--- src/sv/mfg_pkg.sv ---
`default_nettype none

package mfg_pkg;

  // frame size limits
  localparam int unsigned MAX_WIDTH  = 1024;
  localparam int unsigned MAX_HEIGHT = 1024;

  // field widths
  localparam int unsigned PIX_W     = 8;
  localparam int unsigned DIM_W     = 11;
  localparam int unsigned CFG_IDX_W = 1;

  // counter widths: input rows run past the frame while draining
  localparam int unsigned COL_W  = $clog2(MAX_WIDTH);
  localparam int unsigned ROW_W  = $clog2(MAX_HEIGHT + 3);
  localparam int unsigned OROW_W = $clog2(MAX_HEIGHT);

  // register indexes
  localparam logic [CFG_IDX_W-1:0] REG_WIDTH  = CFG_IDX_W'(0);
  localparam logic [CFG_IDX_W-1:0] REG_HEIGHT = CFG_IDX_W'(1);

  // input word kinds
  localparam logic KIND_PIXEL = 1'b0;
  localparam logic KIND_DRAIN = 1'b1;

  // one line memory word: pixel one row up and two rows up
  typedef struct packed {
    logic [PIX_W-1:0] mid;
    logic [PIX_W-1:0] top;
  } lb_word_t;

  // per-word control carried down the pipeline
  typedef struct packed {
    logic emit;
    logic border;
    logic last;
    logic use_new;
  } item_ctl_t;

endpackage

`default_nettype wire

--- src/sv/mfg_window.sv ---
`default_nettype none

module mfg_window (
  input  logic                      clk_i,
  input  logic                      shift_i,
  input  logic [mfg_pkg::PIX_W-1:0] top_i,
  input  logic [mfg_pkg::PIX_W-1:0] mid_i,
  input  logic [mfg_pkg::PIX_W-1:0] bot_i,
  input  logic                      border_i,
  input  logic                      use_new_i,
  output logic [mfg_pkg::PIX_W-1:0] pix_o
);
  import mfg_pkg::*;

  typedef struct packed {
    logic [PIX_W-1:0] lo;
    logic [PIX_W-1:0] md;
    logic [PIX_W-1:0] hi;
  } col_t;

  function automatic logic [PIX_W-1:0] min2(input logic [PIX_W-1:0] a, b);
    return (a < b) ? a : b;
  endfunction

  function automatic logic [PIX_W-1:0] max2(input logic [PIX_W-1:0] a, b);
    return (a > b) ? a : b;
  endfunction

  function automatic logic [PIX_W-1:0] med3(input logic [PIX_W-1:0] a, b, c);
    return max2(min2(a, b), min2(max2(a, b), c));
  endfunction

  function automatic col_t sort3(input logic [PIX_W-1:0] a, b, c);
    col_t r;
    r.lo = min2(min2(a, b), c);
    r.md = med3(a, b, c);
    r.hi = max2(max2(a, b), c);
    return r;
  endfunction

  col_t             win_q [3];
  logic [PIX_W-1:0] mid_q [2];
  logic [PIX_W-1:0] lo_max, md_med, hi_min, median;

  // columns are stored sorted, raw middle pixels kept for pass-through
  always_ff @(posedge clk_i) begin
    if (shift_i) begin
      win_q[0] <= win_q[1];
      win_q[1] <= win_q[2];
      win_q[2] <= sort3(top_i, mid_i, bot_i);
      mid_q[0] <= mid_q[1];
      mid_q[1] <= mid_i;
    end
  end

  always_comb begin
    lo_max = max2(max2(win_q[0].lo, win_q[1].lo), win_q[2].lo);
    md_med = med3(win_q[0].md, win_q[1].md, win_q[2].md);
    hi_min = min2(min2(win_q[0].hi, win_q[1].hi), win_q[2].hi);
    median = med3(lo_max, md_med, hi_min);
    if (border_i) pix_o = use_new_i ? mid_q[1] : mid_q[0];
    else pix_o = median;
  end

endmodule

`default_nettype wire

--- config.mk ---
export PLATFORM = sky130hd
export DESIGN_NAME = mfg_window
export DESIGN_NICKNAME = d
export VERILOG_FILES = /design/src/sv/mfg_pkg.sv /design/src/sv/mfg_window.sv
export SDC_FILE = /design/constraint.sdc
export NUM_CORES = 1
export LEC_CHECK = 0
export BUFFER_PORTS_ARGS = -buffer_cell sky130_fd_sc_hd__buf_2
export CORE_MARGIN = 3
export CORE_UTILIZATION = 50
export DETAILED_ROUTE_END_ITERATION = 10
export GPL_TIMING_DRIVEN = 1
export PLACE_DENSITY = 0.68
export RECOVER_POWER = 25
export SYNTH_ARGS = -nofsm -noshare
export SYNTH_HDL_FRONTEND = slang
export SYNTH_SLANG_ARGS = --single-unit
--- constraint.sdc ---
create_clock -name clk_i -period 21.2 [get_ports clk_i]
set_input_delay 4.24 -clock clk_i [delete_from_list [all_inputs] [get_ports clk_i]]
set_output_delay 4.24 -clock clk_i [all_outputs]
set_load 0.005 [all_outputs]
==> qor.yml, run 1 <==
floorplanning:
  io_pins: 36
  start_util_pct: 52.35
  rows: 42
  die_y_um: 125.1
  dieArea_mm2: 0.01566
  die-width_um: 125.1
  coreArea_mm2: 0.01356
synth:
  syn_area_per_cell_um2: 9.818
  yosysUniqueCellTypes: 51
  synth.cell_area_mm2: 0.007098
  synth.yosys.warnings: 0
  ys.flop_type: "edfxtp_1"
  netlist.area_leader.share_pct: 37.23
  synth_edf_count: 88
  synthArstFlopShare_pct: 0
  syn_nets: 854
  synthTopCellsByCount: "103 x ha_1, 88 x edfxtp_1, 80 x inv_1, 76 x o21ai_0, 69 x nand2_1"
  synth.ff_latch_count: 88
  synthCells: 723
  yosysMostFrequentCell: "ha_1"
  synth_largest_area_cell: "edfxtp_1"
  seq_area_frac_synth_pct: 37.23
  synth_area_leaders: "edfxtp_1 37%, ha_1 18%, o21ai_0 5.4%"
timing:
  worst_hold_slack_ns: 0.4448
  fin_tns_setup_ns: 0
  hold_viol: 0
  max_freq_mhz: 63.58
  period_share_pct: 74.19
  slew_headroom_pct: 29.11
  clock_skew_ns: 0.009907
  min_period_ns: 15.73
  setup_viol: 0
  rsz0062_at_grt: "false"
  worstMarginPinSlew_ns: 1.063
  maxSlewViolCount: 0
clock_network:
  root_buffer: "clkbuf_16"
  cts_tree: "yes"
  h-tree-depth: 3
  hold_buffers: 0
  cts.sinks: 88
  numCtsBuffers: 9
  post_cts_resized: 0
  clock_latency_ns: 0.35
  cts_setup_buffers: 0
  clkSlewWorstSetupHoldPaths_ns: 0.07
  cts_max_path_buffers: 2
global_route:
  grt_max_degree: 89
  grt_pass1_wl_mm: 26.88
  grt_use_met2_pct: 35.97
  global_route.usage.met1_pct: 26.66
  grt_pass1_vias: 5458
  overflow: 0
  busiest_layer: "met2"
  antenna_found_initial: 0
  grt_use_total_pct: 21.32
  globalRouteMet3Util_pct: 3.582
worst_setup_path:
  worstSetupEndpointType: "output pin"
  slowest_stage: "a221oi_4"
  crit_type: "reg -> out"
  worst_path_most_repeated_cell: "o21ai_0"
  critPathBufInv: 4
  critPathArrivalTime_ns: 11.49
  required_ns: 16.96
  crit_family: "compound AO/OA/AOI/OAI gates"
  cp-start-kind: "flop"
  slowest_delay_ns: 0.59
  critPathMaxFanout: 19
routing:
  routed_wl_mm: 16.36
  wl_per_cell_um: 17.48
  drtIter0Drc: 373
  drc: 0
  ant_nets: 0
  dr_total_vias: 5463
  vias_per_cell: 5.837
  firstDrtPassIters: 5
cells_and_area:
  multi_input_area_mm2: 0.004091
  nFillCells: 1186
  syn2layout_area_growth_pct: 8.919
  diodes: 0
  layout.nets: 886
  drive_gt1_share_pct: 13.55
  seqCellArea_mm2: 0.002643
flow_run:
  max_cap_violations: 0
place:
  dp_hpwl_mm: 13.22
  gp_routability_congestion: 0.9542
  port_buffers: 35
run_status:
  status: "complete, no violations"
worst_hold_path:
  hp-class: "reg -> reg"
## registers in the layout, indices dropped and copies added, names as in the netlist
register	count
win_q	72
mid_q	16
## metal layers
layer | part of all wire (%) | vias to the layer above
met5 | 0 | -
met4 | 4.0 | 0
met3 | 4.7 | 41
met2 | 48 | 146
met1 | 44 | 2559
li1 | - | 2717
## layout make-up
class,count,area share (%)
Multi-Input combinational cell,539,52.92
Sequential cell,88,34.18
Inverter,81,3.933
Clock buffer,9,2.913
Tap cell,176,2.848
Timing Repair Buffer,36,2.395
Clock inverter,7,0.8092
## cells by family after synthesis
kind of cell    share of synthesized area (%)
mux                                     10.17
simple gates                            11.48
fa+ha+maj                               18.16
buf+inv                                 5.130
flops                                   37.23
compound gates                          17.84
## final timing paths
check / to / cells after the start / slack, ns / startpoint
worst max-delay path: pix_o[0] / 51 / 5.47 / win_q[0][33]$_DFFE_PP_
worst min-delay path: win_q[0][4]$_DFFE_PP_ / 0 / 0.44 / win_q[0][28]$_DFFE_PP_
worst max register to register: win_q[0][32]$_DFFE_PP_ / 0 / 20.41 / win_q[0][56]$_DFFE_PP_
worst min register to register: win_q[0][4]$_DFFE_PP_ / 0 / 0.44 / win_q[0][28]$_DFFE_PP_
## cell usage in the layout, fill, tap and decap left out, types with 2 or more instances in the layout
cell | synthesis | routed
a211oi_1 | 2 | 2
a21o_1 | 20 | 20
a21oi_1 | 51 | 51
a221o_1 | 2 | 2
a22oi_1 | 6 | 6
a31oi_1 | 2 | 2
and2_1 | 3 | 3
and3_1 | 4 | 4
and4_1 | 2 | 2
buf_2 | 0 | 34
buf_4 | 1 | 2
clkbuf_16 | 0 | 9
clkinvlp_4 | 0 | 2
edfxtp_1 | 88 | 88
ha_1 | 103 | 103
inv_1 | 80 | 80
inv_6 | 0 | 3
mux2_2 | 33 | 33
mux2i_1 | 31 | 31
nand2_1 | 69 | 69
nand2b_1 | 8 | 8
nand3_1 | 7 | 7
nand4_1 | 19 | 19
nor2_1 | 28 | 28
nor2b_1 | 15 | 15
nor3_1 | 4 | 4
o211ai_1 | 4 | 4
o211ai_2 | 3 | 3
o21a_1 | 13 | 13
o21ai_0 | 76 | 76
o21ai_1 | 10 | 10
o221ai_1 | 2 | 2
or2_2 | 2 | 2
## through the flow
stage,util (%),std cells,setup WS [ns],cell area (um^2)
6_report,57.02,936,5.472,7731
5_1_grt,57.02,936,4.441,7731
4_1_cts,57.02,936,5.621,7731
3_5_place_dp,54.90,920,6.009,7443
3_3_place_gp,54.90,920,6.446,7443
2_1_floorplan,-,723,6.973,7098
Power of run 1 is left out: the tool's default activity adds up to more than one toggle a clock period on the data nets, which glitch-free logic cannot reach.
==> run 2, diff against run 1 <==
- PLACE_DENSITY: 0.68 -> 0.71
- clock period: 21.2 -> 13.8 ns (I/O delays scaled with it)
==> run 2 against run 1 <==
Non-clock buffer count grew 13. Utilization increased by 1.2 points. Flip-flop and latch count did not move. Clock skew down 0.0030 ns. Worst hold slack worse by 0.0036 ns. Wire length increased by 1.5%. First-iteration DRC count up 3.5%. Critical endpoint is now pix_o[3]. Largest cell class unchanged. Highest routed layer unchanged.
==> qor.yml, run 2 (synthesis results as in run 1) <==
run_status:
  status: "complete, no violations"
clock_network:
  cts_max_path_buffers: 2  # unchanged
  root_buffer: "clkbuf_16"
  cts_tree: "yes"
  h-tree-depth: 3  # unchanged
  clkSlewWorstSetupHoldPaths_ns: 0.07  # about the same
  cts.sinks: 88  # unchanged
  numCtsBuffers: 9  # unchanged
  clock_latency_ns: 0.35  # about the same
  hold_buffers: 0  # unchanged
timing:
  min_period_ns: 13.27
  period_share_pct: 96.14
  worstMarginPinSlew_ns: 1.001  # -0.06207 ns
  setup_viol: 0  # unchanged
  fin_tns_setup_ns: 0  # unchanged
  slew_headroom_pct: 33.25  # +4.1 points
  max_freq_mhz: 75.38
  hold_viol: 0  # unchanged
  maxSlewViolCount: 0  # unchanged
  clock_skew_ns: 0.006941  # -0.002966 ns
cells_and_area:
  drive_gt1_share_pct: 16.43  # +2.9 points
  final_common_cell: "ha_1"
  finish.utilization_pct: 58.26  # +1.2 points
  layout.cells.non_filler: 949  # +1.4%
  diodes: 0  # unchanged
  regMostFlops: "win_q"
  largest_reg_flops: 72  # unchanged
  multi_input_area_mm2: 0.004153  # +1.5%
  layout.nets: 899  # +1.5%
  seqCellArea_mm2: 0.002643  # unchanged
  reg.largest.list: "win_q x72, mid_q x16"
  syn2layout_area_growth_pct: 11.28
  final_cell_mix: "103 x ha_1, 88 x edfxtp_1, 80 x inv_1"
  nFillCells: 1162  # -2.0%
worst_setup_path:
  crit_family: "compound AO/OA/AOI/OAI gates"
  required_ns: 11.04  # -5.92 ns
  cp-start-kind: "flop"
  critPathMaxFanout: 19  # unchanged
  crit_type: "reg -> out"
  timing.rr.end: "win_q[0][10]$_DFFE_PP_"
  r2r_setup_slack_ns: 13.01  # -7.40 ns
  critPathBufInv: 3  # -1
  slowest_delay_ns: 0.44  # -0.15 ns
  critPathArrivalTime_ns: 10.51  # -0.98 ns
  rr_startpoint: "win_q[0][34]$_DFFE_PP_"
  worstSetupEndpointType: "output pin"
  slowest_stage: "edfxtp_1"
  r2r.worst_path.cells: 0  # unchanged
global_route:
  grt_pass1_wl_mm: 27.32  # +1.6%
  antenna_found_initial: 0  # unchanged
  grt_max_degree: 69  # -22%
  grt_use_total_pct: 21.39  # +0.068 points
  overflow: 0  # unchanged
  grt_pass1_vias: 5554  # +1.8%
floorplanning:
  rows: 42  # unchanged
  coreArea_mm2: 0.01356  # unchanged
  dieArea_mm2: 0.01566  # unchanged
  io_pins: 36  # unchanged
  die-width_um: 125.1  # unchanged
  die_y_um: 125.1  # unchanged
  start_util_pct: 52.35  # unchanged
routing:
  wl_per_cell_um: 17.49  # about the same
  vias_per_cell: 5.879  # +0.72%
  dr_total_vias: 5579  # +2.1%
  ant_nets: 0  # unchanged
  routed_wl_mm: 16.60  # +1.5%
  drtIter0Drc: 386  # +3.5%
  drc: 0  # unchanged
  firstDrtPassIters: 5  # unchanged
worst_hold_path:
  hp-class: "reg -> reg"
  worstHoldEndpoint: "win_q[0][41]$_DFFE_PP_"
  hp-start: "win_q[0][65]$_DFFE_PP_"
  hold-path-cell-count: 0  # unchanged
flow_run:
  max_cap_violations: 0  # unchanged
place:
  dp_hpwl_mm: 13.26  # +0.32%
  port_buffers: 35  # unchanged
  dp_cells: 921  # +0.11%
  gp_routability_congestion: 0.9797  # +2.7%
[run 2: cell count changes in the layout (fill, tap and decap cells not counted), sizes merged]
cell and delta:
inv -2, clkinvlp -1, bufinv +1, clkinv +1, clkbuf +1, buf +13
[run 2: cell type report]
class | count | area share, %
repair buffers | 49 | 3.580
clock inverters | 6 | 0.8554
well taps | 176 | 2.788
clock buffers | 10 | 2.899
flip-flops and latches | 88 | 33.45
multi-input cells | 539 | 52.57
inverters | 81 | 3.849
[run 2: routing by layer]
layer / routed length (um) / GRT usage (%) / share of wire [%]
met5: 0 / 0 / 0
met3: 785 / 3.497 / 4.7
met4: 532 / 9.375 / 3.2
met1: 7240 / 26.87 / 44
met2: 8040 / 36.44 / 48
[run 2: worst max path at each step]
stage,start,endpoint,slack [ns],cells after the start
floorplan,win_q[0][9]$_DFFE_PP_,pix_o[0],1.05,53
finish,win_q[0][9]$_DFFE_PP_,pix_o[3],0.53,50
CTS,win_q[0][9]$_DFFE_PP_,pix_o[0],0.05,50
detailed placement,win_q[0][9]$_DFFE_PP_,pix_o[0],-0.03,50
global placement,win_q[0][9]$_DFFE_PP_,pix_o[5],0.48,50
global route,win_q[0][33]$_DFFE_PP_,pix_o[5],-0.03,56
[run 2: metrics by stage]
| step | worst slack (ns) | cell area (um^2) | hold WS [ns] |
|---|---|---|---|
| 5_1_grt | -0.02504 | 7899 | 0.4589 |
| 6_report | 0.5331 | 7899 | 0.4412 |
| 3_5_place_dp | -0.03417 | 7451 | 0.4355 |
| 3_3_place_gp | 0.4822 | 7451 | 0.4323 |
| 4_1_cts | 0.04675 | 7802 | 0.4438 |
| 2_1_floorplan | 1.053 | 7098 | 0.4204 |
[run 2: timing repair]
item	in CTS	in global routing
gates resized for setup	3	16
pin swaps	2	5
setup buffers	6	6
setup endpoints to repair	8	8
Power of run 2 is left out for the same reason.
==> run 3, diff against run 2 <==
- CAP_MARGIN: not set -> 20
- PLACE_DENSITY: 0.71 -> 0.7
==> run 3 against run 2 <==
Worst hold slack better by 0.0065 ns. First-iteration DRC count fell by 12%. Utilization decreased by 0.12 points. Sequential share of layout area increased by 0.069 points. Final area shrank 0.21%. Via count decreased by 0.11%. Global-route usage decreased by 0.15 points. Maximum frequency grew 1.3%. Die area unchanged. Worst setup slack gained 0.16 ns.
==> qor.yml, run 3 (synthesis results as in run 1) <==
run_status:
  status: "complete, no violations"
global_route:
  overflow: 0  # unchanged
  grt_pass1_wl_mm: 27.34  # about the same
  grt_pass1_vias: 5510  # -0.79%
  antenna_found_initial: 0  # unchanged
  grt_max_degree: 89  # +29%
  grt_use_total_pct: 21.24  # -0.15 points
clock_network:
  root_buffer: "clkbuf_16"
  clkSlewWorstSetupHoldPaths_ns: 0.07  # about the same
  cts_max_path_buffers: 2  # unchanged
  h-tree-depth: 3  # unchanged
  clock_latency_ns: 0.35  # about the same
  cts_tree: "yes"
  numCtsBuffers: 9  # unchanged
  hold_buffers: 0  # unchanged
  cts.sinks: 88  # unchanged
floorplanning:
  io_pins: 36  # unchanged
  die-width_um: 125.1  # unchanged
  die_y_um: 125.1  # unchanged
  rows: 42  # unchanged
  dieArea_mm2: 0.01566  # unchanged
  start_util_pct: 52.35  # unchanged
  coreArea_mm2: 0.01356  # unchanged
place:
  dp_cells: 920  # -0.11%
  gp_routability_congestion: 0.9660  # -1.4%
  dp_hpwl_mm: 13.25  # about the same
  port_buffers: 35  # unchanged
worst_setup_path:
  crit_cells: 48  # -4.0%
  cp-startpoint: "win_q[0][9]$_DFFE_PP_"
  worst_path_most_repeated_cell: "ha_1"
  r2r.worst_path.cells: 0  # unchanged
  slowest_delay_ns: 0.44  # about the same
  worstSetupEndpointType: "output pin"
  rr_startpoint: "win_q[0][34]$_DFFE_PP_"
  critPathBufInv: 5  # +2
  required_ns: 11.04  # about the same
  crit_family: "compound AO/OA/AOI/OAI gates"
  r2r_setup_slack_ns: 13.01  # about the same
  slowest_stage: "edfxtp_1"
  critPathMaxFanout: 8  # -11
  crit_type: "reg -> out"
  crit_path_end: "pix_o[0]"
  critPathArrivalTime_ns: 10.34  # -0.17 ns
  cp-start-kind: "flop"
  timing.rr.end: "win_q[0][10]$_DFFE_PP_"
timing:
  hold_viol: 0  # unchanged
  period_share_pct: 94.95  # -1.2 points
  worstMarginPinSlew_ns: 0.9991  # -0.002093 ns
  clock_skew_ns: 0.005424  # -0.001517 ns
  setup_viol: 0  # unchanged
  maxSlewViolCount: 0  # unchanged
  min_period_ns: 13.10  # -0.1643 ns
  max_freq_mhz: 76.32  # +1.3%
  worst_hold_slack_ns: 0.4477  # +0.006512 ns
  slew_headroom_pct: 33.39  # +0.14 points
cells_and_area:
  regMostFlops: "win_q"
  drive_gt1_share_pct: 16.06  # -0.37 points
  nFillCells: 1168  # +0.52%
  final_cell_mix: "103 x ha_1, 88 x edfxtp_1, 80 x inv_1"
  layout.cells.non_filler: 948  # -0.11%
  layout.nets: 898  # -0.11%
  syn2layout_area_growth_pct: 11.05
  reg.largest.list: "win_q x72, mid_q x16"
  largest_reg_flops: 72  # unchanged
  diodes: 0  # unchanged
  final_common_cell: "ha_1"
routing:
  routed_wl_mm: 16.46  # -0.81%
  vias_per_cell: 5.879  # about the same
  wl_per_cell_um: 17.37  # -0.71%
  dr_total_vias: 5573  # -0.11%
  drc: 0  # unchanged
  ant_nets: 0  # unchanged
  firstDrtPassIters: 5  # unchanged
  drtIter0Drc: 339  # -12%
flow_run:
  max_cap_violations: 0  # unchanged
worst_hold_path:
  hp-class: "reg -> reg"
  hold-path-cell-count: 0  # unchanged
run 3: changes by cell type in the layout (fill, tap and decap cells not counted), sizes merged:
| cell | change |
|---|---|
| clkinv | -1 |
| clkbuf | -1 |
| and3 | +1 |
| buf | -2 |
| bufinv | -1 |
| inv | +3 |
run 3: area by class of cell:
cell class,count,area (um^2),area share [%]
clock buffer,9,225.2,2.857
clock inverter,7,53.80,0.6825
inverter,81,304.0,3.857
multi-input combinational,540,4149,52.63
sequential,88,2643,33.52
tap,176,220.2,2.794
timing repair buffer,47,287.8,3.651
run 3: worst min-delay path by stage:
stage	startpoint	to	slack, ns
4_1_cts	win_q[0][65]$_DFFE_PP_	win_q[0][41]$_DFFE_PP_	0.45
5_1_grt	win_q[0][30]$_DFFE_PP_	win_q[0][6]$_DFFE_PP_	0.46
3_5_place_dp	win_q[0][65]$_DFFE_PP_	win_q[0][41]$_DFFE_PP_	0.43
3_3_place_gp	win_q[0][27]$_DFFE_PP_	win_q[0][3]$_DFFE_PP_	0.43
2_1_floorplan	mid_q[0][8]$_DFFE_PP_	mid_q[0][0]$_DFFE_PP_	0.42
6_report	win_q[0][65]$_DFFE_PP_	win_q[0][41]$_DFFE_PP_	0.45
run 3: metal layers:
metal,share of wire (%),track usage (%),up-vias
li1,-,-,2747
met1,45,27.51,2657
met2,50,36.82,137
met3,3.5,2.942,32
met4,2.2,6.888,0
met5,0,0,-
run 3: per-stage QoR:
step           area, um^2  setup slack, ns  TNS [ns]  utilization, %
2_1_floorplan        7098            1.053         0               -
3_3_place_gp         7443           0.4631         0           54.90
3_5_place_dp         7443           0.1263         0           54.90
4_1_cts              7745          0.03377         0           57.12
5_1_grt              7883         -0.05862   -0.1545           58.14
6_report             7883           0.6974         0           58.14
run 3: timing repair:
| action | 4_1_cts | 5_1_grt |
|---|---|---|
| pin swaps | 1 | 6 |
| resized for setup | 2 | 16 |
| buffers inserted | 2 | 8 |
| cloned | 0 | 1 |
| setup endpoints to repair | 8 | 8 |
Power of run 3 is left out for the same reason.
