==> config.mk <==
export PLATFORM = sky130hd
export DESIGN_NAME = mfg_ctrl
export DESIGN_NICKNAME = d
export VERILOG_FILES = /design/src/sv/mfg_pkg.sv /design/src/sv/mfg_ctrl.sv
export SDC_FILE = /design/constraint.sdc
export NUM_CORES = 1
export LEC_CHECK = 0
export BUFFER_PORTS_ARGS = -buffer_cell sky130_fd_sc_hd__buf_4
export CORE_ASPECT_RATIO = 0.8
export CORE_MARGIN = 5
export CORE_UTILIZATION = 66
export DETAILED_ROUTE_END_ITERATION = 8
export GPL_ROUTABILITY_DRIVEN = 0
export HOLD_SLACK_MARGIN = 0.03
export PLACE_DENSITY_LB_ADDON = 0.1
export SLEW_MARGIN = 20
export SYNTH_ARGS = -nofsm -noshare
export SYNTH_HDL_FRONTEND = slang
export SYNTH_SLANG_ARGS = --single-unit
==> constraint.sdc <==
create_clock -name clk_i -period 8.49 [get_ports clk_i]
set_input_delay 1.698 -clock clk_i [delete_from_list [all_inputs] [get_ports clk_i]]
set_output_delay 1.698 -clock clk_i [all_outputs]
set_load 0.02 [all_outputs]
==> src/sv/mfg_pkg.sv <==
`default_nettype none

package mfg_pkg;

  // frame size limits
  localparam int unsigned MAX_WIDTH  = 1024;
  localparam int unsigned MAX_HEIGHT = 1024;

  // field widths
  localparam int unsigned PIX_W     = 8;
  localparam int unsigned DIM_W     = 11;
  localparam int unsigned CFG_IDX_W = 1;

  // counter widths: input rows run past the frame while draining
  localparam int unsigned COL_W  = $clog2(MAX_WIDTH);
  localparam int unsigned ROW_W  = $clog2(MAX_HEIGHT + 3);
  localparam int unsigned OROW_W = $clog2(MAX_HEIGHT);

  // register indexes
  localparam logic [CFG_IDX_W-1:0] REG_WIDTH  = CFG_IDX_W'(0);
  localparam logic [CFG_IDX_W-1:0] REG_HEIGHT = CFG_IDX_W'(1);

  // input word kinds
  localparam logic KIND_PIXEL = 1'b0;
  localparam logic KIND_DRAIN = 1'b1;

  // one line memory word: pixel one row up and two rows up
  typedef struct packed {
    logic [PIX_W-1:0] mid;
    logic [PIX_W-1:0] top;
  } lb_word_t;

  // per-word control carried down the pipeline
  typedef struct packed {
    logic emit;
    logic border;
    logic last;
    logic use_new;
  } item_ctl_t;

endpackage

`default_nettype wire

==> src/sv/mfg_ctrl.sv <==
`default_nettype none

module mfg_ctrl (
  input  logic                           clk_i,
  input  logic                           rst_ni,
  input  logic                           cfg_we_i,
  input  logic [mfg_pkg::CFG_IDX_W-1:0]  cfg_index_i,
  input  logic [mfg_pkg::DIM_W-1:0]      cfg_data_i,
  input  logic                           accept_i,
  input  logic                           kind_i,
  output logic                           take_o,
  output logic [mfg_pkg::COL_W-1:0]      col_o,
  output mfg_pkg::item_ctl_t             ctl_o
);
  import mfg_pkg::*;

  localparam int unsigned POS_W = ((COL_W > DIM_W) ? COL_W : DIM_W) + 2;
  localparam logic [DIM_W-1:0] WID_RST = DIM_W'(320);
  localparam logic [DIM_W-1:0] HGT_RST = DIM_W'(240);

  function automatic logic [DIM_W-1:0] clamp_dim(input logic [DIM_W-1:0] v,
                                                  input int unsigned lim);
    if (v == '0) return DIM_W'(1);
    if (32'(v) > lim) return DIM_W'(lim);
    return v;
  endfunction

  logic [DIM_W-1:0]  wid_q, hgt_q;
  logic [COL_W-1:0]  col_q, col_d, ocol_q, ocol_d;
  logic [ROW_W-1:0]  row_q, row_d;
  logic [OROW_W-1:0] orow_q, orow_d;
  logic              row_full, active, emit, in_wrap, out_wrap, out_bot, last;

  always_comb begin
    row_full = POS_W'(row_q) >= POS_W'(hgt_q);
    active   = (kind_i == KIND_DRAIN) ? row_full : !row_full;
    // an output is due once the input is one row and one pixel ahead
    emit     = (kind_i == KIND_DRAIN) || (row_q >= ROW_W'(2)) ||
               ((row_q == ROW_W'(1)) && (col_q != '0));
    in_wrap  = POS_W'(col_q) + POS_W'(1) >= POS_W'(wid_q);
    out_wrap = POS_W'(ocol_q) + POS_W'(1) >= POS_W'(wid_q);
    out_bot  = POS_W'(orow_q) + POS_W'(1) >= POS_W'(hgt_q);
    last     = out_wrap && out_bot;

    ctl_o.emit    = emit;
    ctl_o.last    = last;
    ctl_o.border  = (orow_q == '0) || out_bot || (ocol_q == '0) || out_wrap;
    ctl_o.use_new = (hgt_q == DIM_W'(1));

    take_o = accept_i && active;
    col_o  = col_q;

    col_d  = col_q;
    row_d  = row_q;
    ocol_d = ocol_q;
    orow_d = orow_q;
    if (take_o) begin
      if (emit && last) begin
        col_d  = '0;
        row_d  = '0;
        ocol_d = '0;
        orow_d = '0;
      end else begin
        if (in_wrap) begin
          col_d = '0;
          row_d = row_q + ROW_W'(1);
        end else begin
          col_d = col_q + COL_W'(1);
        end
        if (emit) begin
          if (out_wrap) begin
            ocol_d = '0;
            orow_d = orow_q + OROW_W'(1);
          end else begin
            ocol_d = ocol_q + COL_W'(1);
          end
        end
      end
    end
  end

  always_ff @(posedge clk_i or negedge rst_ni) begin
    if (!rst_ni) begin
      wid_q  <= WID_RST;
      hgt_q  <= HGT_RST;
      col_q  <= '0;
      row_q  <= '0;
      ocol_q <= '0;
      orow_q <= '0;
    end else begin
      col_q  <= col_d;
      row_q  <= row_d;
      ocol_q <= ocol_d;
      orow_q <= orow_d;
      if (cfg_we_i) begin
        case (cfg_index_i)
          REG_WIDTH:  wid_q <= clamp_dim(cfg_data_i, MAX_WIDTH);
          REG_HEIGHT: hgt_q <= clamp_dim(cfg_data_i, MAX_HEIGHT);
          default: ;
        endcase
      end
    end
  end

endmodule

`default_nettype wire

==> flow_summary_export.csv, run 1 <==
group,metric,value,unit
logic_synthesis,synth_xor_area_share,4.31,%
place,io_buffers,31,
logic_synthesis,synthAdderAreaFrac,14.8,%
pwr,irDropWorstVdd,0.000127,V
clock_network,cts.clk_slew.worst_paths,0.07,ns
clock_network,cts_tree,"done",
logic_synthesis,synthFlopType,"dfrtp_1",
logic_synthesis,yosys_warnings,0,
grt,use_met3,7.10,%
critical_path,cp_max_fo,16,
critical_path,worst_r2r_path_depth,13,
logic_synthesis,synth_cells,531,
drt,avgRoutedWirePerCell,16.6,um
logic_synthesis,synthArstFlopShare,100,%
timing,worst_clock_skew,0.00761,ns
critical_path,cp-end-kind,"primary output",
clock_network,cts_resized,0,
logic_synthesis,synth-seq-cells,63,
timing,fmax,187,MHz
timing,slew_headroom,25.5,%
logic_synthesis,synth_edf_count,0,
timing,fin_crit_sh,63.1,%
hold_path,holdPathStages,2,
pwr,p_per_area,253,nW/um2
timing,slew_violations,0,
floorplan,initial_core_util,69.1,%
final_layout,drive_gt1_share,11.6,%
grt,first_global_vias,3743,
critical_path,crit_required,6.79,ns
drt,ant_nets,0,
logic_synthesis,avgSynthCellArea,8.42,um2
floorplan,io_pins,32,
drt,drt-initial-drc-count,288,
clock_network,cts_buffer_depth,2,
timing,hold_viol_final,0,
floorplan,num_rows,26,
logic_synthesis,yosysSeqAreaShare,35.4,%
final_layout,ff_latch_area,1580,um2
drt,drc,0,
logic_synthesis,synth_top_family_by_area,"simple AND/OR/NAND/NOR gates",
timing,finalSetupTns,0,ns
final_layout,final_cell_mix,"78 x nand2_1, 64 x o21ai_0, 57 x dfrtp_1",
status,status,"finished clean",
final_layout,fillCellCount,470,
clock_network,cts.sinks,63,
critical_path,rr_startpoint,"col_o[0]",
grt,busiest_layer,"met2",
floorplan,dieArea,8530,um2
grt,grtUsageTotal,26.5,%
drt,totalWireLength,10700,um
clock_network,cts_max_level,3,
hold_path,hp-start,"wid_q[8]",
grt,grt_pass1_wl,18100,um
logic_synthesis,synth.distinct_cells,48,
critical_path,startpoint,"ocol_q[0]",
final_layout,nets,626,
floorplan,fp.dieW,102,um
floorplan,die_h,83.6,um
drt,vias,3982,
pwr,p_leak,2.37,nW
flow_run,maxCapViolCount,0,
clock_network,post-cts-setup-buffers,0,
logic_synthesis,synthMuxAreaShare,0.503,%
timing,rsz0062_at_grt,"no",
timing,tightest_slew,1.11,ns
clock_network,clk_latency,0.34,ns
grt,met1_usage,37.5,%
timing,min_period,5.36,ns
place,pre_cts_ws,3.57,ns
grt,grt_max_degree,64,
final_layout,multiInputGateArea,2650,um2
drt,dr.pass1.iters,4,
logic_synthesis,synthSimpleGateAreaFrac,24.0,%
logic_synthesis,syn-num-nets,601,
timing,worst_slack,3.13,ns
grt,grt-ovfl-total,0,
hold_path,hold_class,"flop to flop",
place,hpwl,7960,um
clock_network,cts-root-buf,"clkbuf_8",
logic_synthesis,syn_area,4470,um2
timing,finalSetupViolations,0,
final_layout,area_delta_synth_final,10.9,%
critical_path,startpoint_type,"flop",
clock_network,hold_buffers,0,
drt,routed_via_density,6.17,
grt,grtUsageMet2,40.2,%
floorplan,placeableCoreArea,6470,um2
grt,antenna_found_initial,0,
final_layout,final_common_cell,"nand2_1",
critical_path,crit_arrival,3.66,ns
final_layout,final_util,76.7,%
logic_synthesis,synth_compound_area_share,15.6,%
critical_path,critPathKind,"flop to primary output",
final_layout,num_antenna_cells,0,
clock_network,numCtsBuffers,9,
-- sequential cells by signal, indices dropped and copies added, names as in the netlist --
| signal | cells |
|---|---|
| hgt_q | 11 |
| row_q | 11 |
| col_o | 10 |
| ocol_q | 10 |
| orow_q | 10 |
| wid_q | 11 |
-- final timing paths --
kind	to	slack, ns
max	ctl_o[2]	3.13
min	wid_q[8]	0.48
max in group asynchronous	wid_q[4]	6.52
min in group asynchronous	row_q[9]	1.44
max reg2reg	col_o[3]	4.31
min reg2reg	wid_q[8]	0.48
-- routing by layer --
layer | part of all wire [%] | wire (um)
met4 | 1.3 | 137
met5 | 0 | 0
met3 | 7.2 | 775
met1 | 46 | 4920
met2 | 45 | 4860
-- worst max-delay path, stage by stage, from the launching register on --
cell and delay (ns):
dfrtp_1 0.45, ha_1 0.27, nand3_1 0.19, nor2_1 0.23
xor2_1 0.17, ha_1 0.26, a21oi_1 0.12, o21ai_0 0.11
a221oi_1 0.31, o21ai_1 0.41, or4_1 0.64, buf_4 0.17
-- layout make-up --
type | instances | share of cell area (%)
clock buffer | 9 | 2.50
clock inverter | 7 | 1.97
inverter | 39 | 2.95
multi-input combinational | 409 | 53.4
sequential | 63 | 31.9
tap | 84 | 2.12
timing repair buffer | 34 | 5.14
-- power breakdown --
group / internal [mW] / switching, mW
logic: 0.213 / 0.296
clock network: 0.166 / 0.128
registers: 0.359 / 0.0918
total: 0.737 / 0.516
-- per-stage QoR --
stage               std cells  instance area, um2  hold WS [ns]  power, mW
CTS                       645                4960         0.487       1.25
global placement          629                4740         0.466      0.925
floorplan                 531                4470         0.450      0.795
global route              645                4960         0.507       1.35
finish                    645                4960         0.485       1.25
detailed placement        629                4740         0.471      0.956
-- cell families (layout without fill, tap and decap cells) --
logic type	after synthesis	after routing
and+or+nand+nor	212	212
DFF	63	63
xor gates and xnor gates	22	22
adders and majority gates	53	53
AOI/OAI and AO/OA	120	120
muxes	2	2
buffers and inverters	59	89
-- synth_stat cells (all sizes together) (8+ instances only) --
master  number  area (um2)
a21oi       18        90.1
and3        23         146
clkbuf      15        56.3
dfrtp       57        1430
ha          53         663
inv         39         146
nand2       78         293
nand2b      23         144
nand3       33         165
nor2        20        75.1
nor4        12        81.3
o21ai       67         335
o31ai        8        60.1
xnor2       10        87.6
xor2        12         105
(Power assumes the default switching activity.)
==> inputs of run 2 (changes only) <==
--- a/config.mk
+++ b/config.mk
@@ -8,7 +8,7 @@
 export BUFFER_PORTS_ARGS = -buffer_cell sky130_fd_sc_hd__buf_4
 export CORE_ASPECT_RATIO = 0.8
 export CORE_MARGIN = 5
-export CORE_UTILIZATION = 66
+export CORE_UTILIZATION = 55
 export DETAILED_ROUTE_END_ITERATION = 8
 export GPL_ROUTABILITY_DRIVEN = 0
 export HOLD_SLACK_MARGIN = 0.03
==> constraint.sdc (replaced) <==
create_clock -name clk_i -period 4.42 [get_ports clk_i]
set_input_delay 0.884 -clock clk_i [delete_from_list [all_inputs] [get_ports clk_i]]
set_output_delay 0.884 -clock clk_i [all_outputs]
set_load 0.02 [all_outputs]
==> run 2 against run 1 <==
Net effect: setup slack got worse by 2.9 ns; sequential share of layout area fell by 0.14 points; count of clock-buffer cells in the layout rose by 3; core utilization fell by 14 points; sequential power rose by 91%; register-to-register slack got worse by 3.6 ns; worst hold slack got worse by 0.0017 ns.
==> flow_summary_export.csv, run 2 (same netlist as run 1, synthesis figures left out) <==
group,metric,value,unit
clock_network,cts.sinks,63,
drt,totalWireLength,10600,um
timing,finalSetupTns,0,ns
final_layout,drive_gt1_share,11.7,%
critical_path,r2r_setup_slack,0.76,ns
grt,first_global_vias,3618,
critical_path,startpoint_type,"flop",
clock_network,numCtsBuffers,9,
flow_run,maxCapViolCount,0,
critical_path,crit_arrival,3.34,ns
drt,met3_length,608,um
drt,avgRoutedWirePerCell,15.8,um
grt,grt_max_degree,64,
final_layout,final_cell_mix,"78 x nand2_1, 64 x o21ai_0, 57 x dfrtp_1",
clock_network,cts-root-buf,"clkbuf_8",
floorplan,die_h,90.7,um
place,placed_area,4790,um2
grt,grt_pass1_wl,17900,um
status,status,"finished clean",
timing,slew_violations,0,
critical_path,cp_common_cell,"ha_1",
critical_path,startpoint,"orow_q[0]",
clock_network,cts_buffer_depth,2,
timing,tightest_slew,0.816,ns
floorplan,dieArea,10000,um2
pwr,p_per_area,473,nW/um2
drt,wl_met2,4570,um
timing,rsz0062_at_grt,"no",
critical_path,cp-endpoint,"ctl_o[2]",
drt,top_layer_used,"met4",
drt,drt-initial-drc-count,236,
place,io_buffers,31,
drt,wl_met1,5250,um
critical_path,rr_startpoint,"col_o[0]",
pwr,p_leak,2.38,nW
timing,fmax,237,MHz
grt,grt-ovfl-total,0,
critical_path,crit_required,3.54,ns
critical_path,cp-end-kind,"primary output",
drt,ant_nets,0,
drt,vias,3876,
clock_network,hold_buffers,0,
timing,worst_clock_skew,0.00866,ns
final_layout,num_antenna_cells,0,
floorplan,io_pins,32,
floorplan,fp.dieW,111,um
critical_path,worst_r2r_path_depth,14,
timing,fin_crit_sh,95.6,%
critical_path,cpMaxStageDelayCell,"or4_1",
pwr,finalPower,2.36,mW
drt,routed_via_density,5.77,
timing,finalSetupViolations,0,
clock_network,cts_tree,"done",
clock_network,cts_max_level,3,
floorplan,placeableCoreArea,7950,um2
clock_network,clk_latency,0.34,ns
final_layout,reg.largest.list,"hgt_q (11), row_q (11), wid_q (11)",
hold_path,hold_class,"flop to flop",
drt,dr.pass1.iters,5,
timing,min_period,4.23,ns
drt,drc,0,
pwr,irDropWorstVdd,0.000228,V
critical_path,max_stage_delay,0.58,ns
floorplan,initial_core_util,56.3,%
floorplan,num_rows,29,
critical_path,critPathKind,"flop to primary output",
critical_path,cp_max_fo,7,
critical_path,path_delay_family,"simple AND/OR/NAND/NOR gates",
critical_path,regToRegEndpoint,"col_o[3]",
grt,antenna_found_initial,0,
final_layout,nets,629,
final_layout,final_area,4980,um2
final_layout,final_common_cell,"nand2_1",
critical_path,crit_cells,11,
timing,hold_viol_final,0,
final_layout,area_delta_synth_final,11.4,%
clock_network,post-cts-setup-buffers,0,
timing,slew_headroom,45.6,%
final_layout,fillCellCount,699,
place,hpwl,7990,um
clock_network,cts.clk_slew.worst_paths,0.07,ns
grt,grtUsageTotal,21.7,%
critical_path,path_buf_inv,1,
critical_path,crit_chain,"ha_1 > and3_1 > nand3_1 > nor2_1 > xor2_1 > ha_1 > o21a_1 > o21ai_0 > a32oi_1 > or4_1 > buf_4",
clock_network,cts_resized,0,
==> run 2: layout make-up <==
class / instances / area (um2) / area share [%]
sequential: 63 / 1580 / 31.8
clock inverter: 4 / 45.0 / 0.904
inverter: 39 / 146 / 2.94
multi-input combinational: 409 / 2650 / 53.2
tap: 108 / 135 / 2.71
timing repair buffer: 37 / 278 / 5.57
clock buffer: 12 / 145 / 2.91
==> run 2: worst min-delay path by stage <==
| stage | from | end | slack (ns) | cells past startpoint |
|---|---|---|---|---|
| 5_1_grt | wid_q[1] | wid_q[1] | 0.51 | 2 |
| 3_5_place_dp | wid_q[7] | wid_q[7] | 0.47 | 2 |
| 2_1_floorplan | hgt_q[3] | hgt_q[3] | 0.45 | 2 |
| 6_report | wid_q[7] | wid_q[7] | 0.48 | 2 |
| 3_3_place_gp | wid_q[1] | wid_q[1] | 0.47 | 2 |
| 4_1_cts | wid_q[7] | wid_q[7] | 0.49 | 2 |
==> run 2: layer usage <==
metal / up-vias / global-route usage [%]
li1: 1933 / -
met1: 1807 / 31.1
met2: 116 / 32.5
met3: 20 / 6.10
met4: 0 / 5.23
met5: - / 0
==> run 2: through the flow <==
step                      std cells  setup slack, ns  hold WS (ns)  util [%]
after floorplan                 531            0.748         0.450         -
after global placement          656            0.673         0.467      60.3
after detailed placement        656            0.613         0.472      60.3
after CTS                       672            0.230         0.488      62.7
after global routing            672           0.0198         0.513      62.7
final                           672            0.195         0.483      62.7
==> run 2: worst register-to-register path, cell delays in order, from the launching register on <==
cell	delay, ns
dfrtp_1	0.50
ha_1	0.29
nand3_1	0.15
inv_1	0.15
and3_2	0.20
xor2_1	0.28
ha_1	0.31
and3_1	0.21
a221o_1	0.31
a31oi_2	0.25
o21bai_2	0.20
a31oi_1	0.20
buf_4	0.22
nand2_1	0.15
o22ai_1	0.17
==> run 2: power breakdown <==
part           switching [mW]  total [mW]  internal, mW  leakage (nW)
Clock                   0.232       0.506         0.274         0.100
Sequential              0.171       0.860         0.689         0.794
Combinational           0.574       0.993         0.418          1.49
==> inputs of run 3 (changes only) <==
--- a/config.mk
+++ b/config.mk
@@ -5,10 +5,12 @@
 export SDC_FILE = /design/constraint.sdc
 export NUM_CORES = 1
 export LEC_CHECK = 0
+export ABC_AREA = 1
+export ABC_CLOCK_PERIOD_IN_PS = 4420
 export BUFFER_PORTS_ARGS = -buffer_cell sky130_fd_sc_hd__buf_4
 export CORE_ASPECT_RATIO = 0.8
 export CORE_MARGIN = 5
-export CORE_UTILIZATION = 55
+export CORE_UTILIZATION = 56
 export DETAILED_ROUTE_END_ITERATION = 8
 export GPL_ROUTABILITY_DRIVEN = 0
 export HOLD_SLACK_MARGIN = 0.03
==> run 3 against run 2 <==
Net effect: critical path depth grew 6; sequential share of layout area shrank 2.8 points; cell count grew 30%; final area grew 9.7%; count of clock-buffer cells in the layout grew 3; register-to-register slack gained 0.24 ns; non-clock buffer count shrank 3; worst hold slack gained 0.0057 ns; die area grew 8.4%; setup slack gained 0.24 ns; critical path type unchanged; largest power group unchanged.
==> flow_summary_export.csv, run 3 <==
group,metric,value,unit
place,dp_cells,858,
flow_run,maxCapViolCount,0,
hold_path,hp-start,"hgt_q[5]",
drt,ant_nets,0,
floorplan,initial_core_util,58.0,%
logic_synthesis,synth_cells,729,
clock_network,cts_tree,"done",
floorplan,io_pins,32,
logic_synthesis,synth_edf_count,0,
final_layout,final_cell_mix,"233 x nand2_1, 139 x inv_1, 57 x nand3_1, 57 x dfrtp_1, 53 x ha_1",
pwr,p_per_area,364,nW/um2
timing,fin_crit_sh,90.2,%
floorplan,dieArea,10900,um2
critical_path,rr_startpoint,"ocol_q[0]",
critical_path,crit_arrival,3.10,ns
logic_synthesis,synth-seq-cells,63,
logic_synthesis,synthFlopType,"dfrtp_1",
hold_path,hold_class,"flop to flop",
hold_path,holdPathStages,2,
timing,slew_violations,0,
logic_synthesis,synthArstFlopShare,100,%
clock_network,numCtsBuffers,9,
final_layout,area_delta_synth_final,9.72,%
final_layout,final_common_cell,"nand2_1",
grt,first_global_vias,4249,
logic_synthesis,yosys_warnings,0,
floorplan,die_h,94.4,um
clock_network,post-cts-setup-buffers,0,
status,status,"finished clean",
logic_synthesis,syn-num-nets,799,
logic_synthesis,avgSynthCellArea,6.83,um2
critical_path,worst_r2r_path_depth,19,
floorplan,num_rows,30,
critical_path,crit_required,3.54,ns
critical_path,cpMaxStageDelayCell,"dfrtp_1",
logic_synthesis,yosysTopAreaCell,"dfrtp_1",
logic_synthesis,synth.distinct_cells,36,
grt,grtUsageTotal,23.0,%
drt,vias,4485,
logic_synthesis,yosys-top-cells-area,"dfrtp_1 29%, nand2_1 18%, ha_1 13%",
critical_path,regToRegEndpoint,"row_q[6]",
hold_path,hold_end,"hgt_q[5]",
clock_network,clk_latency,0.35,ns
final_layout,num_antenna_cells,0,
final_layout,nets,827,
timing,tightest_slew,0.812,ns
final_layout,fillCellCount,777,
critical_path,critPathKind,"flop to primary output",
logic_synthesis,syn_area,4980,um2
grt,grt_max_degree,64,
critical_path,max_stage_delay,0.42,ns
final_layout,drive_gt1_share,8.67,%
critical_path,startpoint_type,"flop",
drt,totalWireLength,11600,um
pwr,irDropWorstVdd,0.000320,V
clock_network,cts.sinks,63,
drt,drt-initial-drc-count,331,
timing,finalSetupViolations,0,
final_layout,final_util,63.6,%
timing,hold_viol_final,0,
clock_network,cts_buffer_depth,2,
floorplan,placeableCoreArea,8600,um2
critical_path,crit_chain,"ha_1 > nand2_1 > nor2_1 > nand3_1 > nor2_1 > nand2_1 > nor3_1 > ha_1 > nand2_1 > inv_1 > a21oi_1 > nand2_1 > inv_1 > nand3_2 > inv_1 > nand3_1 > buf_4",
timing,slew_headroom,45.9,%
critical_path,cp-end-kind,"primary output",
drt,drc,0,
critical_path,cp_max_fo,12,
timing,fmax,251,MHz
critical_path,startpoint,"ocol_q[0]",
logic_synthesis,synth_common_cells,"233 x nand2_1, 139 x inv_1, 58 x nand3_1",
final_layout,final_area,5470,um2
timing,rsz0062_at_grt,"no",
timing,min_period,3.99,ns
final_layout,fin_cells,873,
place,io_buffers,31,
timing,worst_clock_skew,0.00717,ns
clock_network,cts_max_level,3,
drt,dr.pass1.iters,5,
clock_network,cts-root-buf,"clkbuf_8",
clock_network,cts.clk_slew.worst_paths,0.07,ns
critical_path,r2r_setup_slack,1.00,ns
place,hpwl,8940,um
logic_synthesis,yosysMostFrequentCell,"nand2_1",
place,placed_area,5280,um2
final_layout,reg.largest.list,"hgt_q (11), row_q (11), wid_q (11)",
grt,grt_pass1_wl,19600,um
pwr,p_leak,3.25,nW
grt,grt-ovfl-total,0,
critical_path,cp_common_cell,"nand2_1",
grt,antenna_found_initial,0,
timing,finalSetupTns,0,ns
floorplan,fp.dieW,115,um
logic_synthesis,yosysSeqAreaShare,31.8,%
logic_synthesis,synth_top_cell_area_share,28.6,%
drt,routed_via_density,5.14,
drt,avgRoutedWirePerCell,13.3,um
==> run 3: cell types whose count changed after synthesis, sizes merged, moves of 23 or more <==
cell,change
and3,-23
inv,+100
nand2,+158
nand2b,-23
nand3,+27
nor2,+33
o21ai,-39
==> run 3: how the worst max path moves through the flow <==
stage | endpoint | depth (start not counted)
floorplan | ctl_o[2] | 17
global placement | ctl_o[2] | 17
detailed placement | ctl_o[2] | 17
CTS | ctl_o[2] | 17
global route | ctl_o[2] | 17
finish | ctl_o[2] | 17
==> run 3: per-layer routing <==
| metal | track usage, % | vias to the layer above | wire, um |
|---|---|---|---|
| met1 | 31.2 | 2073 | 5670 |
| li1 | - | 2319 | - |
| met3 | 5.32 | 18 | 511 |
| met2 | 36.8 | 75 | 5300 |
| met4 | 6.45 | 0 | 152 |
| met5 | 0 | - | 0 |
==> run 3: what timing repair did <==
action,CTS,global route
resized for setup,0,1
hold buffers,0,0
endpoints found under the setup margin,0,2
==> run 3: where the power goes <==
part	internal [mW]	total, mW	switching, mW	leakage (nW)
registers	0.653	0.738	0.0853	0.828
logic	0.288	0.765	0.478	2.33
clock network	0.263	0.484	0.222	0.0958
==> run 3: worst max-delay path: cells and delay by family (launching register included) <==
family / cells / cell delay [ns]
compound gates: 1 / 0.14
fa+ha+maj: 2 / 0.47
buf+inv: 4 / 0.47
flops: 1 / 0.42
simple gates: 10 / 1.27
==> run 3: layout make-up <==
class | count | area, um2 | area share [%]
multi-input combinational | 510 | 2780 | 50.8
sequential | 63 | 1580 | 29.0
inverter | 139 | 522 | 9.54
timing repair buffer | 34 | 255 | 4.67
clock buffer | 15 | 186 | 3.41
tap | 112 | 140 | 2.56
==> run 3: cell families (layout without fill, tap and decap cells) <==
family                   count (synthesis)  count (layout)  synth area share [%]
AND/OR/NAND/NOR                        378             378                  32.0
buffers and inverters                  156             188                  12.5
flip-flops                              63              63                  31.8
AO/OA/AOI/OAI                           55              55                  5.98
adder cells (fa/ha/maj)                 53              53                  13.3
XOR/XNOR                                24              24                  4.37
==> run 3: stage by stage <==
stage | hold slack, ns | power (mW) | worst slack [ns]
floorplan | 0.453 | 1.28 | 1.16
global placement | 0.467 | 1.48 | 0.797
detailed placement | 0.475 | 1.51 | 0.647
CTS | 0.491 | 2.00 | 0.266
global route | 0.504 | 2.16 | 0.0577
finish | 0.489 | 1.99 | 0.434
